<file path="src/hw/rtl/lpht_pkg.sv">
// -----------------------------------------------------------------------------
// lpht_pkg
// Shared types, constants and helpers for the linear-probe hash table.
// -----------------------------------------------------------------------------
`default_nettype none

package lpht_pkg;

  localparam int SLOTS  = 16;
  localparam int SLOT_W = $clog2(SLOTS);
  localparam int CMD_W  = 2;
  localparam int KEY_W  = 32;
  localparam int VAL_W  = 64;
  localparam int RSP_W  = 2;

  // stream packing
  localparam int IN_TDATA_W  = KEY_W + VAL_W;  // key, value
  localparam int OUT_TUSER_W = RSP_W + 1;      // status, found
  localparam int OUT_TDATA_W = VAL_W;          // read_value

  // command codes; the unused code behaves as a lookup
  typedef enum logic [CMD_W-1:0] {
    CMD_INSERT = 2'd0,
    CMD_DELETE = 2'd1,
    CMD_LOOKUP = 2'd2
  } cmd_e;

  typedef enum logic [RSP_W-1:0] {
    RSP_DONE      = 2'd0,
    RSP_PRESENT   = 2'd1,
    RSP_NOT_FOUND = 2'd2,
    RSP_FULL      = 2'd3
  } rsp_e;

  typedef enum logic [1:0] {
    SLOT_EMPTY = 2'd0,
    SLOT_USED  = 2'd1,
    SLOT_TOMB  = 2'd2
  } slot_e;

  typedef enum logic [1:0] {
    ST_IDLE,
    ST_READ,
    ST_PROBE,
    ST_FINISH
  } state_e;

  // controller -> datapath
  typedef struct packed {
    logic load;    // capture the incoming transaction, set home slot
    logic read;    // issue the first slot read
    logic probe;   // examine the read slot, read the next one
    logic finish;  // update the table and load the result register
  } dp_cmd_t;

  // datapath -> controller
  typedef struct packed {
    logic probe_done;
    logic out_busy;
  } dp_sts_t;

  // home slot: magnitude of the key, modulo the table size
  function automatic logic [SLOT_W-1:0] home_slot(input logic [KEY_W-1:0] k);
    logic [KEY_W-1:0] mag;
    mag = k[KEY_W-1] ? (KEY_W'(0) - k) : k;
    return SLOT_W'(mag % SLOTS);
  endfunction

  // next probe position, wrapping round the table
  function automatic logic [SLOT_W-1:0] next_slot(input logic [SLOT_W-1:0] idx);
    return (idx == SLOT_W'(SLOTS - 1)) ? '0 : idx + SLOT_W'(1);
  endfunction

endpackage

`default_nettype wire

</file>
<file path="src/hw/rtl/lpht_ctrl.sv">
// -----------------------------------------------------------------------------
// lpht_ctrl
// Sequencer for one transaction: accept, read, probe loop, table update.
// -----------------------------------------------------------------------------
`default_nettype none

module lpht_ctrl (
  input  wire logic              clk_i,
  input  wire logic              rst_ni,
  input  wire logic              s_tvalid_i,
  output logic                   s_tready_o,
  input  wire lpht_pkg::dp_sts_t sts_i,
  output lpht_pkg::dp_cmd_t      cmd_o
);
  import lpht_pkg::*;

  state_e state_q, state_d;

  always_ff @(posedge clk_i or negedge rst_ni) begin
    if (!rst_ni) begin
      state_q <= ST_IDLE;
    end else begin
      state_q <= state_d;
    end
  end

  always_comb begin
    state_d    = state_q;
    cmd_o      = '0;
    s_tready_o = 1'b0;
    case (state_q)
      ST_IDLE: begin
        s_tready_o = 1'b1;
        if (s_tvalid_i) begin
          cmd_o.load = 1'b1;
          state_d    = ST_READ;
        end
      end
      ST_READ: begin
        cmd_o.read = 1'b1;
        state_d    = ST_PROBE;
      end
      ST_PROBE: begin
        cmd_o.probe = 1'b1;
        if (sts_i.probe_done) begin
          state_d = ST_FINISH;
        end
      end
      ST_FINISH: begin
        // hold until the result register is free
        if (!sts_i.out_busy) begin
          cmd_o.finish = 1'b1;
          state_d      = ST_IDLE;
        end
      end
      default: begin
        state_d = ST_IDLE;
      end
    endcase
  end

endmodule

`default_nettype wire

</file>
<file path="src/hw/rtl/lpht_dp.sv">
// -----------------------------------------------------------------------------
// lpht_dp
// Slot storage, probe pointer, hit/free tracking and result register.
// -----------------------------------------------------------------------------
`default_nettype none

module lpht_dp (
  input  wire logic                                clk_i,
  input  wire logic                                rst_ni,
  input  wire lpht_pkg::dp_cmd_t                   cmd_i,
  output lpht_pkg::dp_sts_t                        sts_o,
  input  wire logic [lpht_pkg::CMD_W-1:0]          in_command_i,
  input  wire logic [lpht_pkg::KEY_W-1:0]          in_key_i,
  input  wire logic [lpht_pkg::VAL_W-1:0]          in_value_i,
  output logic                                     out_valid_o,
  input  wire logic                                out_ready_i,
  output logic [lpht_pkg::RSP_W-1:0]               out_status_o,
  output logic                                     out_found_o,
  output logic [lpht_pkg::VAL_W-1:0]               out_value_o
);
  import lpht_pkg::*;

  // transaction registers
  logic [CMD_W-1:0]  cmd_q;
  logic [KEY_W-1:0]  key_q;
  logic [VAL_W-1:0]  val_q;

  // probe state
  logic [SLOT_W-1:0] idx_q, rd_idx_q, cnt_q;
  slot_e             st_rd_q;
  logic [KEY_W-1:0]  key_rd_q;
  logic [VAL_W-1:0]  pay_rd_q;
  logic              hit_q, free_q;
  logic [SLOT_W-1:0] hit_idx_q, free_idx_q;
  logic [VAL_W-1:0]  rv_q;

  // slot storage
  slot_e             slot_st_q [SLOTS];
  logic [KEY_W-1:0]  key_mem   [SLOTS];
  logic [VAL_W-1:0]  pay_mem   [SLOTS];

  // result register
  logic              out_valid_q;
  logic [RSP_W-1:0]  out_status_q;
  logic              out_found_q;
  logic [VAL_W-1:0]  out_value_q;

  logic              mem_re;
  logic              key_match, slot_empty;
  logic              key_we, pay_we, st_we;
  logic [SLOT_W-1:0] wr_idx;
  slot_e             st_wdata;
  logic [VAL_W-1:0]  pay_wdata;
  rsp_e              rsp;
  logic              found;
  logic [VAL_W-1:0]  rv;

  assign mem_re     = cmd_i.read | cmd_i.probe;
  assign slot_empty = (st_rd_q == SLOT_EMPTY);
  assign key_match  = (st_rd_q == SLOT_USED) && (key_rd_q == key_q);

  assign sts_o.probe_done = key_match | slot_empty | (cnt_q == SLOT_W'(SLOTS - 1));
  assign sts_o.out_busy   = out_valid_q & ~out_ready_i;

  // table update and result for the finishing transaction
  always_comb begin
    key_we    = 1'b0;
    pay_we    = 1'b0;
    st_we     = 1'b0;
    wr_idx    = free_idx_q;
    st_wdata  = SLOT_USED;
    pay_wdata = val_q;
    rsp       = RSP_DONE;
    found     = 1'b0;
    rv        = '0;
    case (cmd_q)
      CMD_INSERT: begin
        if (hit_q) begin
          rsp   = RSP_PRESENT;
          found = 1'b1;
        end else if (!free_q) begin
          rsp = RSP_FULL;
        end else begin
          key_we = cmd_i.finish;
          pay_we = cmd_i.finish;
          st_we  = cmd_i.finish;
        end
      end
      CMD_DELETE: begin
        wr_idx    = hit_idx_q;
        st_wdata  = SLOT_TOMB;
        pay_wdata = '0;
        if (hit_q) begin
          found  = 1'b1;
          pay_we = cmd_i.finish;
          st_we  = cmd_i.finish;
        end else begin
          rsp = RSP_NOT_FOUND;
        end
      end
      default: begin
        if (hit_q) begin
          found = 1'b1;
          rv    = rv_q;
        end else begin
          rsp = RSP_NOT_FOUND;
        end
      end
    endcase
  end

  // transaction capture and probe walk
  always_ff @(posedge clk_i) begin
    if (cmd_i.load) begin
      cmd_q <= in_command_i;
      key_q <= in_key_i;
      val_q <= in_value_i;
      idx_q <= home_slot(in_key_i);
      cnt_q <= '0;
    end
    if (mem_re) begin
      st_rd_q  <= slot_st_q[idx_q];
      rd_idx_q <= idx_q;
      idx_q    <= next_slot(idx_q);
    end
    if (cmd_i.probe) begin
      cnt_q <= cnt_q + SLOT_W'(1);
      if (key_match) begin
        hit_idx_q <= rd_idx_q;
        rv_q      <= pay_rd_q;
      end
      if (!free_q && (slot_empty || st_rd_q == SLOT_TOMB)) begin
        free_idx_q <= rd_idx_q;
      end
    end
  end

  always_ff @(posedge clk_i or negedge rst_ni) begin
    if (!rst_ni) begin
      hit_q  <= 1'b0;
      free_q <= 1'b0;
    end else if (cmd_i.load) begin
      hit_q  <= 1'b0;
      free_q <= 1'b0;
    end else if (cmd_i.probe) begin
      if (key_match) begin
        hit_q <= 1'b1;
      end
      if (slot_empty || st_rd_q == SLOT_TOMB) begin
        free_q <= 1'b1;
      end
    end
  end

  // slot states: cleared to empty by reset
  always_ff @(posedge clk_i or negedge rst_ni) begin
    if (!rst_ni) begin
      for (int i = 0; i < SLOTS; i++) begin
        slot_st_q[i] <= SLOT_EMPTY;
      end
    end else if (st_we) begin
      slot_st_q[wr_idx] <= st_wdata;
    end
  end

  // key and payload memories, one write and one registered read port
  always_ff @(posedge clk_i) begin
    if (key_we) begin
      key_mem[wr_idx] <= key_q;
    end
    if (pay_we) begin
      pay_mem[wr_idx] <= pay_wdata;
    end
    if (mem_re) begin
      key_rd_q <= key_mem[idx_q];
      pay_rd_q <= pay_mem[idx_q];
    end
  end

  // result register
  always_ff @(posedge clk_i or negedge rst_ni) begin
    if (!rst_ni) begin
      out_valid_q <= 1'b0;
    end else if (cmd_i.finish) begin
      out_valid_q <= 1'b1;
    end else if (out_ready_i) begin
      out_valid_q <= 1'b0;
    end
  end

  always_ff @(posedge clk_i) begin
    if (cmd_i.finish) begin
      out_status_q <= rsp;
      out_found_q  <= found;
      out_value_q  <= rv;
    end
  end

  assign out_valid_o  = out_valid_q;
  assign out_status_o = out_status_q;
  assign out_found_o  = out_found_q;
  assign out_value_o  = out_value_q;

  // a successful insert leaves its slot occupied
  a_insert_fills: assert property (@(posedge clk_i) disable iff (!rst_ni)
    cmd_i.finish && cmd_q == CMD_INSERT && !hit_q && free_q
    |=> slot_st_q[$past(free_idx_q)] == SLOT_USED)
    else $error("insert did not occupy the free slot");

  // a successful delete leaves a tombstone
  a_delete_tombs: assert property (@(posedge clk_i) disable iff (!rst_ni)
    cmd_i.finish && cmd_q == CMD_DELETE && hit_q
    |=> slot_st_q[$past(hit_idx_q)] == SLOT_TOMB)
    else $error("delete did not leave a tombstone");

  // a nonzero value only comes back from a found key with status done
  a_value_found: assert property (@(posedge clk_i) disable iff (!rst_ni)
    out_valid_q && out_value_q != '0
    |-> out_found_q && out_status_q == RSP_DONE)
    else $error("value returned without a hit");

  // a found key never reports not-found or full
  a_found_status: assert property (@(posedge clk_i) disable iff (!rst_ni)
    out_valid_q && out_found_q
    |-> out_status_q == RSP_DONE || out_status_q == RSP_PRESENT)
    else $error("found flag with a miss status");

endmodule

`default_nettype wire

</file>
<file path="src/hw/rtl/linear_probe_hash_table.sv">
// -----------------------------------------------------------------------------
// linear_probe_hash_table
// Closed hash table with linear probing and tombstones, stream interface.
// -----------------------------------------------------------------------------
//
//  Channel  Direction  Handshake              Payload
//  s_axis   in         tvalid / tready        tuser: command; tdata: key, value
//  m_axis   out        tvalid / tready        tuser: status, found; tdata: read_value
//
//  Sequence: from accept to result, a transaction passes the first slot read,
//  a probe step per probed slot, the table update, and the result held in
//  the output register. The home slot is hashed as the transaction is
//  accepted. In the probe loop the key/payload memory delivers one slot per
//  cycle.
//  Reset: slot states are flip-flops cleared at once; no clearing pass.
//  Stalls: the result register holds an untaken result while the next
//  transaction is accepted and probed; the update waits until it is taken.
// -----------------------------------------------------------------------------
`default_nettype none

module linear_probe_hash_table (
  input  wire logic                                clk_i,
  input  wire logic                                rst_ni,
  // input transactions
  input  wire logic                                s_axis_tvalid_i,
  output logic                                     s_axis_tready_o,
  input  wire logic [lpht_pkg::IN_TDATA_W-1:0]     s_axis_tdata_i,  // [31:0] key, [95:32] value
  input  wire logic [lpht_pkg::CMD_W-1:0]          s_axis_tuser_i,  // [1:0] command
  // result transactions
  output logic                                     m_axis_tvalid_o,
  input  wire logic                                m_axis_tready_i,
  output logic [lpht_pkg::OUT_TDATA_W-1:0]         m_axis_tdata_o,  // [63:0] read_value
  output logic [lpht_pkg::OUT_TUSER_W-1:0]         m_axis_tuser_o   // [1:0] status, [2] found
);
  import lpht_pkg::*;

  dp_cmd_t          cmd;
  dp_sts_t          sts;
  logic [RSP_W-1:0] out_status;
  logic             out_found;

  // sequence each transaction
  lpht_ctrl u_ctrl (
    .clk_i      (clk_i),
    .rst_ni     (rst_ni),
    .s_tvalid_i (s_axis_tvalid_i),
    .s_tready_o (s_axis_tready_o),
    .sts_i      (sts),
    .cmd_o      (cmd)
  );

  // slot storage, probe walk and result register
  lpht_dp u_dp (
    .clk_i        (clk_i),
    .rst_ni       (rst_ni),
    .cmd_i        (cmd),
    .sts_o        (sts),
    .in_command_i (s_axis_tuser_i),
    .in_key_i     (s_axis_tdata_i[KEY_W-1:0]),
    .in_value_i   (s_axis_tdata_i[KEY_W +: VAL_W]),
    .out_valid_o  (m_axis_tvalid_o),
    .out_ready_i  (m_axis_tready_i),
    .out_status_o (out_status),
    .out_found_o  (out_found),
    .out_value_o  (m_axis_tdata_o)
  );

  // pack status in the low bits, found above it
  assign m_axis_tuser_o = {out_found, out_status};

endmodule

`default_nettype wire

</file>
<file path="config.mk">
export PLATFORM = sky130hd
export DESIGN_NAME = linear_probe_hash_table
export DESIGN_NICKNAME = d
export VERILOG_FILES = /design/src/hw/rtl/lpht_pkg.sv /design/src/hw/rtl/lpht_ctrl.sv /design/src/hw/rtl/lpht_dp.sv /design/src/hw/rtl/linear_probe_hash_table.sv
export SDC_FILE = /design/constraint.sdc
export NUM_CORES = 2
export LEC_CHECK = 0
export ABC_AREA = 1
export BUFFER_PORTS_ARGS = -buffer_cell sky130_fd_sc_hd__buf_4
export CAP_MARGIN = 5
export CORE_UTILIZATION = 35
export DETAILED_ROUTE_END_ITERATION = 8
export PLACE_DENSITY = 0.48
export SYNTH_ARGS = -nofsm -noshare
export SYNTH_HDL_FRONTEND = slang
export SYNTH_SLANG_ARGS = --single-unit
</file>
<file path="constraint.sdc">
create_clock -name clk_i -period 16.9 [get_ports clk_i]
set_input_delay 3.38 -clock clk_i [delete_from_list [all_inputs] [get_ports clk_i]]
set_output_delay 3.38 -clock clk_i [all_outputs]
set_load 0.1 [all_outputs]
</file>
* Word level (Yosys, flattened, before mapping) *
Memories as Yosys holds them, arrays and structs flattened. A register that Yosys moved wholly into a read port is not among the register bits.
Cells that the tools add are included.

cells by class
  divide/modulo/power cells = 0
  $lt $le $gt $ge = 3
  reduce and logical (&&, ||, !) cells = 19
  add/subtract/negate cells = 3
  muxes and demuxes = 48
  multiply operators = 0
  equality and inequality tests = 12
  bitwise gates (word level) = 8
  shift operators = 0

operator list
  kind                                                                           number
  64-bit two-way mux                                                             1
  32-bit bitwise mux                                                             1
  32-bit == test                                                                 1
  4-bit two-way mux                                                              7
  1-bit two-way mux                                                              24
  2-bit two-way mux                                                              11
  5-bit >= comparator (second input constant)                                    2
  4-bit inverter with 5-bit output                                               2
  2-bit nonzero test                                                             5
  4-bit by 1-bit adder with 4-bit output (second input constant)                 2
  2-bit binary-select mux with 4-bit select                                      1
  2-bit demux with 4-bit select                                                  1
  4-bit == test (second input constant)                                          2
  2-bit one-hot mux with 4 select lines                                          1
  2-bit AND reduction                                                            4
  2-bit by 1-bit == test with 1-bit output (second input constant)               3
  2-bit == test (second input constant)                                          3
  2-bit zero test                                                                3
  2-bit inequality test (second input constant)                                  3
  5-bit by 1-bit less-than comparator with 1-bit output (second input constant)  1
  1-bit by 4-bit subtractor with 4-bit output (first input constant)             1
  1-bit logical AND                                                              3
  1-bit bitwise OR                                                               3
  3-bit AND reduction                                                            1
  other kinds (6)                                                                7

storage, ports and cells
  ROM bits = 0
  output and inout bits = 69
  word-level logic and storage cells = 128
  memories = 2
  bits in latches = 0
  bits in registers = 288
  RAM bits = 1536

memory list
  name          depth  bits a word  read ports  clocked after Yosys merged registers in  wr ports  RTL line       RTL
  u_dp.pay_mem  16     64           1           1                                        1         lpht_dp.sv:40  logic [VAL_W-1:0] pay_mem [SLOTS];
  u_dp.key_mem  16     32           1           1                                        1         lpht_dp.sv:39  logic [KEY_W-1:0] key_mem [SLOTS];

* Longest topological paths before layout *
  depth after elaboration = 9
  gate-level depth with buffers = 13

* By module *
From an unflattened synthesis, not the netlist that was laid out.

unflattened totals
  cells, all modules = 5288
  area total of the unflattened synthesis = 73608.1 µm²

modules (own cells, without submodules)
  module                   area an instance (µm²)  times used  cells each
  lpht_dp                  73402.9                 1           5260
  lpht_ctrl                197.7                   1           27
  linear_probe_hash_table  7.5                     1           1

* Least setup slack after synthesis *
No wires, ideal clock.

  kind = input to register
  start point = input m_axis_tready_i
  end point = register u_dp.slot_st_q[14] (netlist name)
  stages on the path = 9
  data arrival time = 8.818 ns
  data required time = 16.775 ns
  path buffers = 1
  library setup time = 0.125 ns
  slack = 7.957 ns
  path through = inv_1 nand2_1 nand2_1 inv_1 a31oi_4 buf_4 nor2_1 nand2_1 o21a_1

RTL lines
  item                             RTL line                       RTL
  from (decl)                      linear_probe_hash_table.sv:31  input wire logic m_axis_tready_i,
  to (signal, indexed assignment)  lpht_dp.sv:162                 slot_st_q[wr_idx] <= st_wdata;
  to (decl)                        lpht_dp.sv:38                  slot_e slot_st_q [SLOTS];

==> impl_metrics.toml <==
[outcome]
outcome = "finished clean"

[cts]
clock_tree_from_tritoncts = "yes"
cts-buffers-inserted = 203
clock_insertion_delay_worst_skew_ps = 840
post-cts-setup-buffers = 0
cts_hold_buf = 0
cell_at_the_root_of_the_clock_tree = "sky130_fd_sc_hd__clkbuf_16"
post_cts.resized_instances = 0
cts.path.max_buffers = 3
clock_sink_count = 1920
htree_num_levels = 4
path_clk_slew_ps = 60

[placement]
place_hpwl_mm = 101
place_worst_setup_slack_ps = 9780
port_buffers = 170
routabilityCongestion = 0.777

[die]
core_footprint_um2 = 213000
dieArea_um2 = 217000
fp.dieH_um = 466
start_util = 0.353
placement_rows = 169
die_w_um = 466
io_pins = 171

[route]
ant_nets = 0
dr_total_vias = 41500
routed_wire_length_per_instance_um = 23.0
totalWireLength_mm = 192
detail_route.iter0.violations = 3356
initial_drt_pass_iterations = 5
viasPerCell = 4.97
drt_drc_violations_left = 0

[timing]
clock-skew-final_ps = 36.3
final_period_minus_worst_setup_slack_ps = 6040
hold_viol_final = 0
post-route-period-util = 0.357
finalMaxSlewViolations = 0
totalNegativeSetupSlack_ps = 0
worst_slew_pin_slew_ps = 1280
timing.final.ws_setup_ps = 10860
maxSlewHeadroom = 0.142
grt_setup_unrepaired = "no"
final-setup-viol-count = 0
achievable-frequency_ghz = 0.166

[synth]
synth.distinct_cells = 37
synthesis.area_per_instance_um2 = 14.6
syn_area_um2 = 75300
postSynthCellCount = 5170
ys_ff_latch = 1920
nets_in_the_synthesized_netlist = 5278
synth_warnings = 0
ys_seq_area_frac = 0.764

[global_routing]
grt_first_pass_wirelength_mm = 282
grt_antenna_before_repair = 9
grt_overflow = 0
pin_count_of_the_biggest_net_entering_global_routing = 188
gr-usage-all-layers = 0.176
first_global_vias = 41000

[worst_setup_path]
criticalPathCategory = "in -> reg"
worst-endpoint-arrival_ps = 6750
worst_setup_path_start_kind = "input pin"
path_max_fanout = 41
cp.required_ps = 17610
nature_of_the_critical_path_endpoint = "flip-flop"

[power_and_ir_drop]
p_total_w = 0.0145
static-leakage-power_nw = 30.8
peakVddDrop_uv = 154
p_per_cell_area_nw_per_um2 = 168

[finish]
layout_net_count = 5457
area.growth.synth_to_final_pct = 14.8
layout_common_cells = "sky130_fd_sc_hd__edfxtp_1 (1,883), sky130_fd_sc_hd__inv_1 (613), sky130_fd_sc_hd__o21ai_0 (516)"
layout-drive-gt1-share = 0.112
fin_util = 0.406
layout_commonest_cell = "sky130_fd_sc_hd__edfxtp_1"

[flow_run]
max-cap-violations = 0

[worst_hold_path]
timing.hold.worst.class = "reg -> reg"
[worst max-delay path, cell delays in order]
cell                      delay (ps)
sky130_fd_sc_hd__buf_4            80
sky130_fd_sc_hd__inv_1            30
sky130_fd_sc_hd__nand2_1         180
sky130_fd_sc_hd__nand2_1         180
sky130_fd_sc_hd__inv_4           470
sky130_fd_sc_hd__a31oi_4         140
sky130_fd_sc_hd__buf_4           300
sky130_fd_sc_hd__nor2_4          830
sky130_fd_sc_hd__buf_4           780
sky130_fd_sc_hd__nand2_1         170
sky130_fd_sc_hd__o21a_1          150
[cell type report]
| class | instances | area [um2] |
|---|---|---|
| diodes | 1 | 2.50 |
| clock buffers | 261 | 5430 |
| clock inverters | 116 | 1070 |
| fillers | 19500 | 127000 |
| inverters | 626 | 2390 |
| multi-input cells | 2323 | 14400 |
| flip-flops and latches | 1920 | 57500 |
| well taps | 2821 | 3530 |
| repair buffers | 275 | 2140 |
[cells in the mapped netlist]
library cell	number	area (um2)
sky130_fd_sc_hd__buf_4	7	52.6
sky130_fd_sc_hd__edfxtp_1	1883	56500
sky130_fd_sc_hd__o221ai_1	1	8.76
sky130_fd_sc_hd__buf_2	85	425
sky130_fd_sc_hd__nor4_1	2	12.5
sky130_fd_sc_hd__o22ai_1	7	43.8
sky130_fd_sc_hd__or2_2	2	12.5
sky130_fd_sc_hd__inv_1	619	2320
sky130_fd_sc_hd__a21oi_1	406	2030
sky130_fd_sc_hd__nor2_2	8	50.1
sky130_fd_sc_hd__nor3_1	7	35.0
sky130_fd_sc_hd__a31oi_4	1	21.3
sky130_fd_sc_hd__a221oi_1	1	8.76
sky130_fd_sc_hd__nor3b_1	2	15.0
sky130_fd_sc_hd__nand2_1	261	980
sky130_fd_sc_hd__o31ai_1	1	7.51
sky130_fd_sc_hd__mux2i_1	386	3860
sky130_fd_sc_hd__nand3_1	92	460
sky130_fd_sc_hd__inv_2	6	22.5
sky130_fd_sc_hd__o21ai_0	516	2580
sky130_fd_sc_hd__xnor2_1	6	52.6
sky130_fd_sc_hd__o211ai_1	385	2890
sky130_fd_sc_hd__ha_1	6	75.1
sky130_fd_sc_hd__buf_1	27	101
sky130_fd_sc_hd__xor2_1	3	26.3
sky130_fd_sc_hd__and3_1	1	6.26
sky130_fd_sc_hd__buf_6	1	11.3
sky130_fd_sc_hd__nor3_2	2	20.0
sky130_fd_sc_hd__clkinv_1	1	3.75
sky130_fd_sc_hd__nand2_2	1	6.26
sky130_fd_sc_hd__dfrtp_1	37	926
sky130_fd_sc_hd__nor2_1	179	672
sky130_fd_sc_hd__nand4_1	9	56.3
sky130_fd_sc_hd__o21bai_1	1	7.51
sky130_fd_sc_hd__o21a_1	12	90.1
sky130_fd_sc_hd__clkbuf_1	181	679
sky130_fd_sc_hd__o21ai_1	25	125
[per-stage QoR]
step | cells | instance area (um2) | hold WS [ps]
detailed placement | 7963 | 79900 | 405
global placement | 7963 | 79900 | 403
finish | 8343 | 86400 | 419
floorplan | 5170 | 75300 | 400
CTS | 8340 | 86400 | 416
global route | 8343 | 86400 | 422
[flip-flops by register name (all words and copies together), names as in the netlist, 2 cells and up]
name	cells
u_dp.cnt_q	4
u_dp.cmd_q	2
u_dp.pay_mem	1024
u_dp.st_rd_q	2
u_ctrl.state_q	2
u_dp.free_idx_q	4
u_dp.key_rd_q	32
u_dp.key_q	32
u_dp.out_status_o	2
u_dp.pay_rd_q	64
u_dp.rd_idx_q	4
u_dp.out_value_o	64
u_dp.idx_q	4
u_dp.rv_q	64
u_dp.hit_idx_q	4
u_dp.val_q	64
u_dp.key_mem	512
u_dp.slot_st_q	32
[final timing paths]
check                                  start           endpoint  slack [ps]  depth (start not counted)
max in group asynchronous             rst_ni  u_dp.slot_st_q[4]       13860                          1
max reg2reg                    u_dp.idx_q[0]  u_dp.pay_rd_q[37]       12070                          7
min                        u_dp.pay_rd_q[28]      u_dp.rv_q[28]         420                          0
min reg2reg                u_dp.pay_rd_q[28]      u_dp.rv_q[28]         420                          0
min in group asynchronous             rst_ni   u_dp.out_valid_o        2520                          1
max                          m_axis_tready_i  u_dp.slot_st_q[6]       10860                         11
[power by group]
group	switching, W	leakage, nW	internal, W	total [W]
Clock	0.00188	3.16	0.00250	0.00438
Sequential	0.000168	17.6	0.00588	0.00604
Combinational	0.00298	10.1	0.00112	0.00409
Total	0.00503	30.8	0.00949	0.0145
[cell families after synthesis]
kind of cell             count (synthesis)  synth area share
flip-flops                            1920             0.764
AO/OA/AOI/OAI                         1356             0.104
buffers and inverters                  927            0.0481
AND/OR/NAND/NOR                        566            0.0309
multiplexers                           386            0.0513
XOR/XNOR                                 9           0.00105
adder cells (fa/ha/maj)                  6          0.000998
[metal layers]
metal | share of wire | vias up | global-route usage
met4 | 0.022 | 2 | 0.0458
met5 | 0.000042 | - | 0
met3 | 0.040 | 253 | 0.0270
met1 | 0.47 | 21000 | 0.246
met2 | 0.47 | 844 | 0.284
li1 | - | 19400 | -
Note: power is estimated with default switching activity, not from simulation.
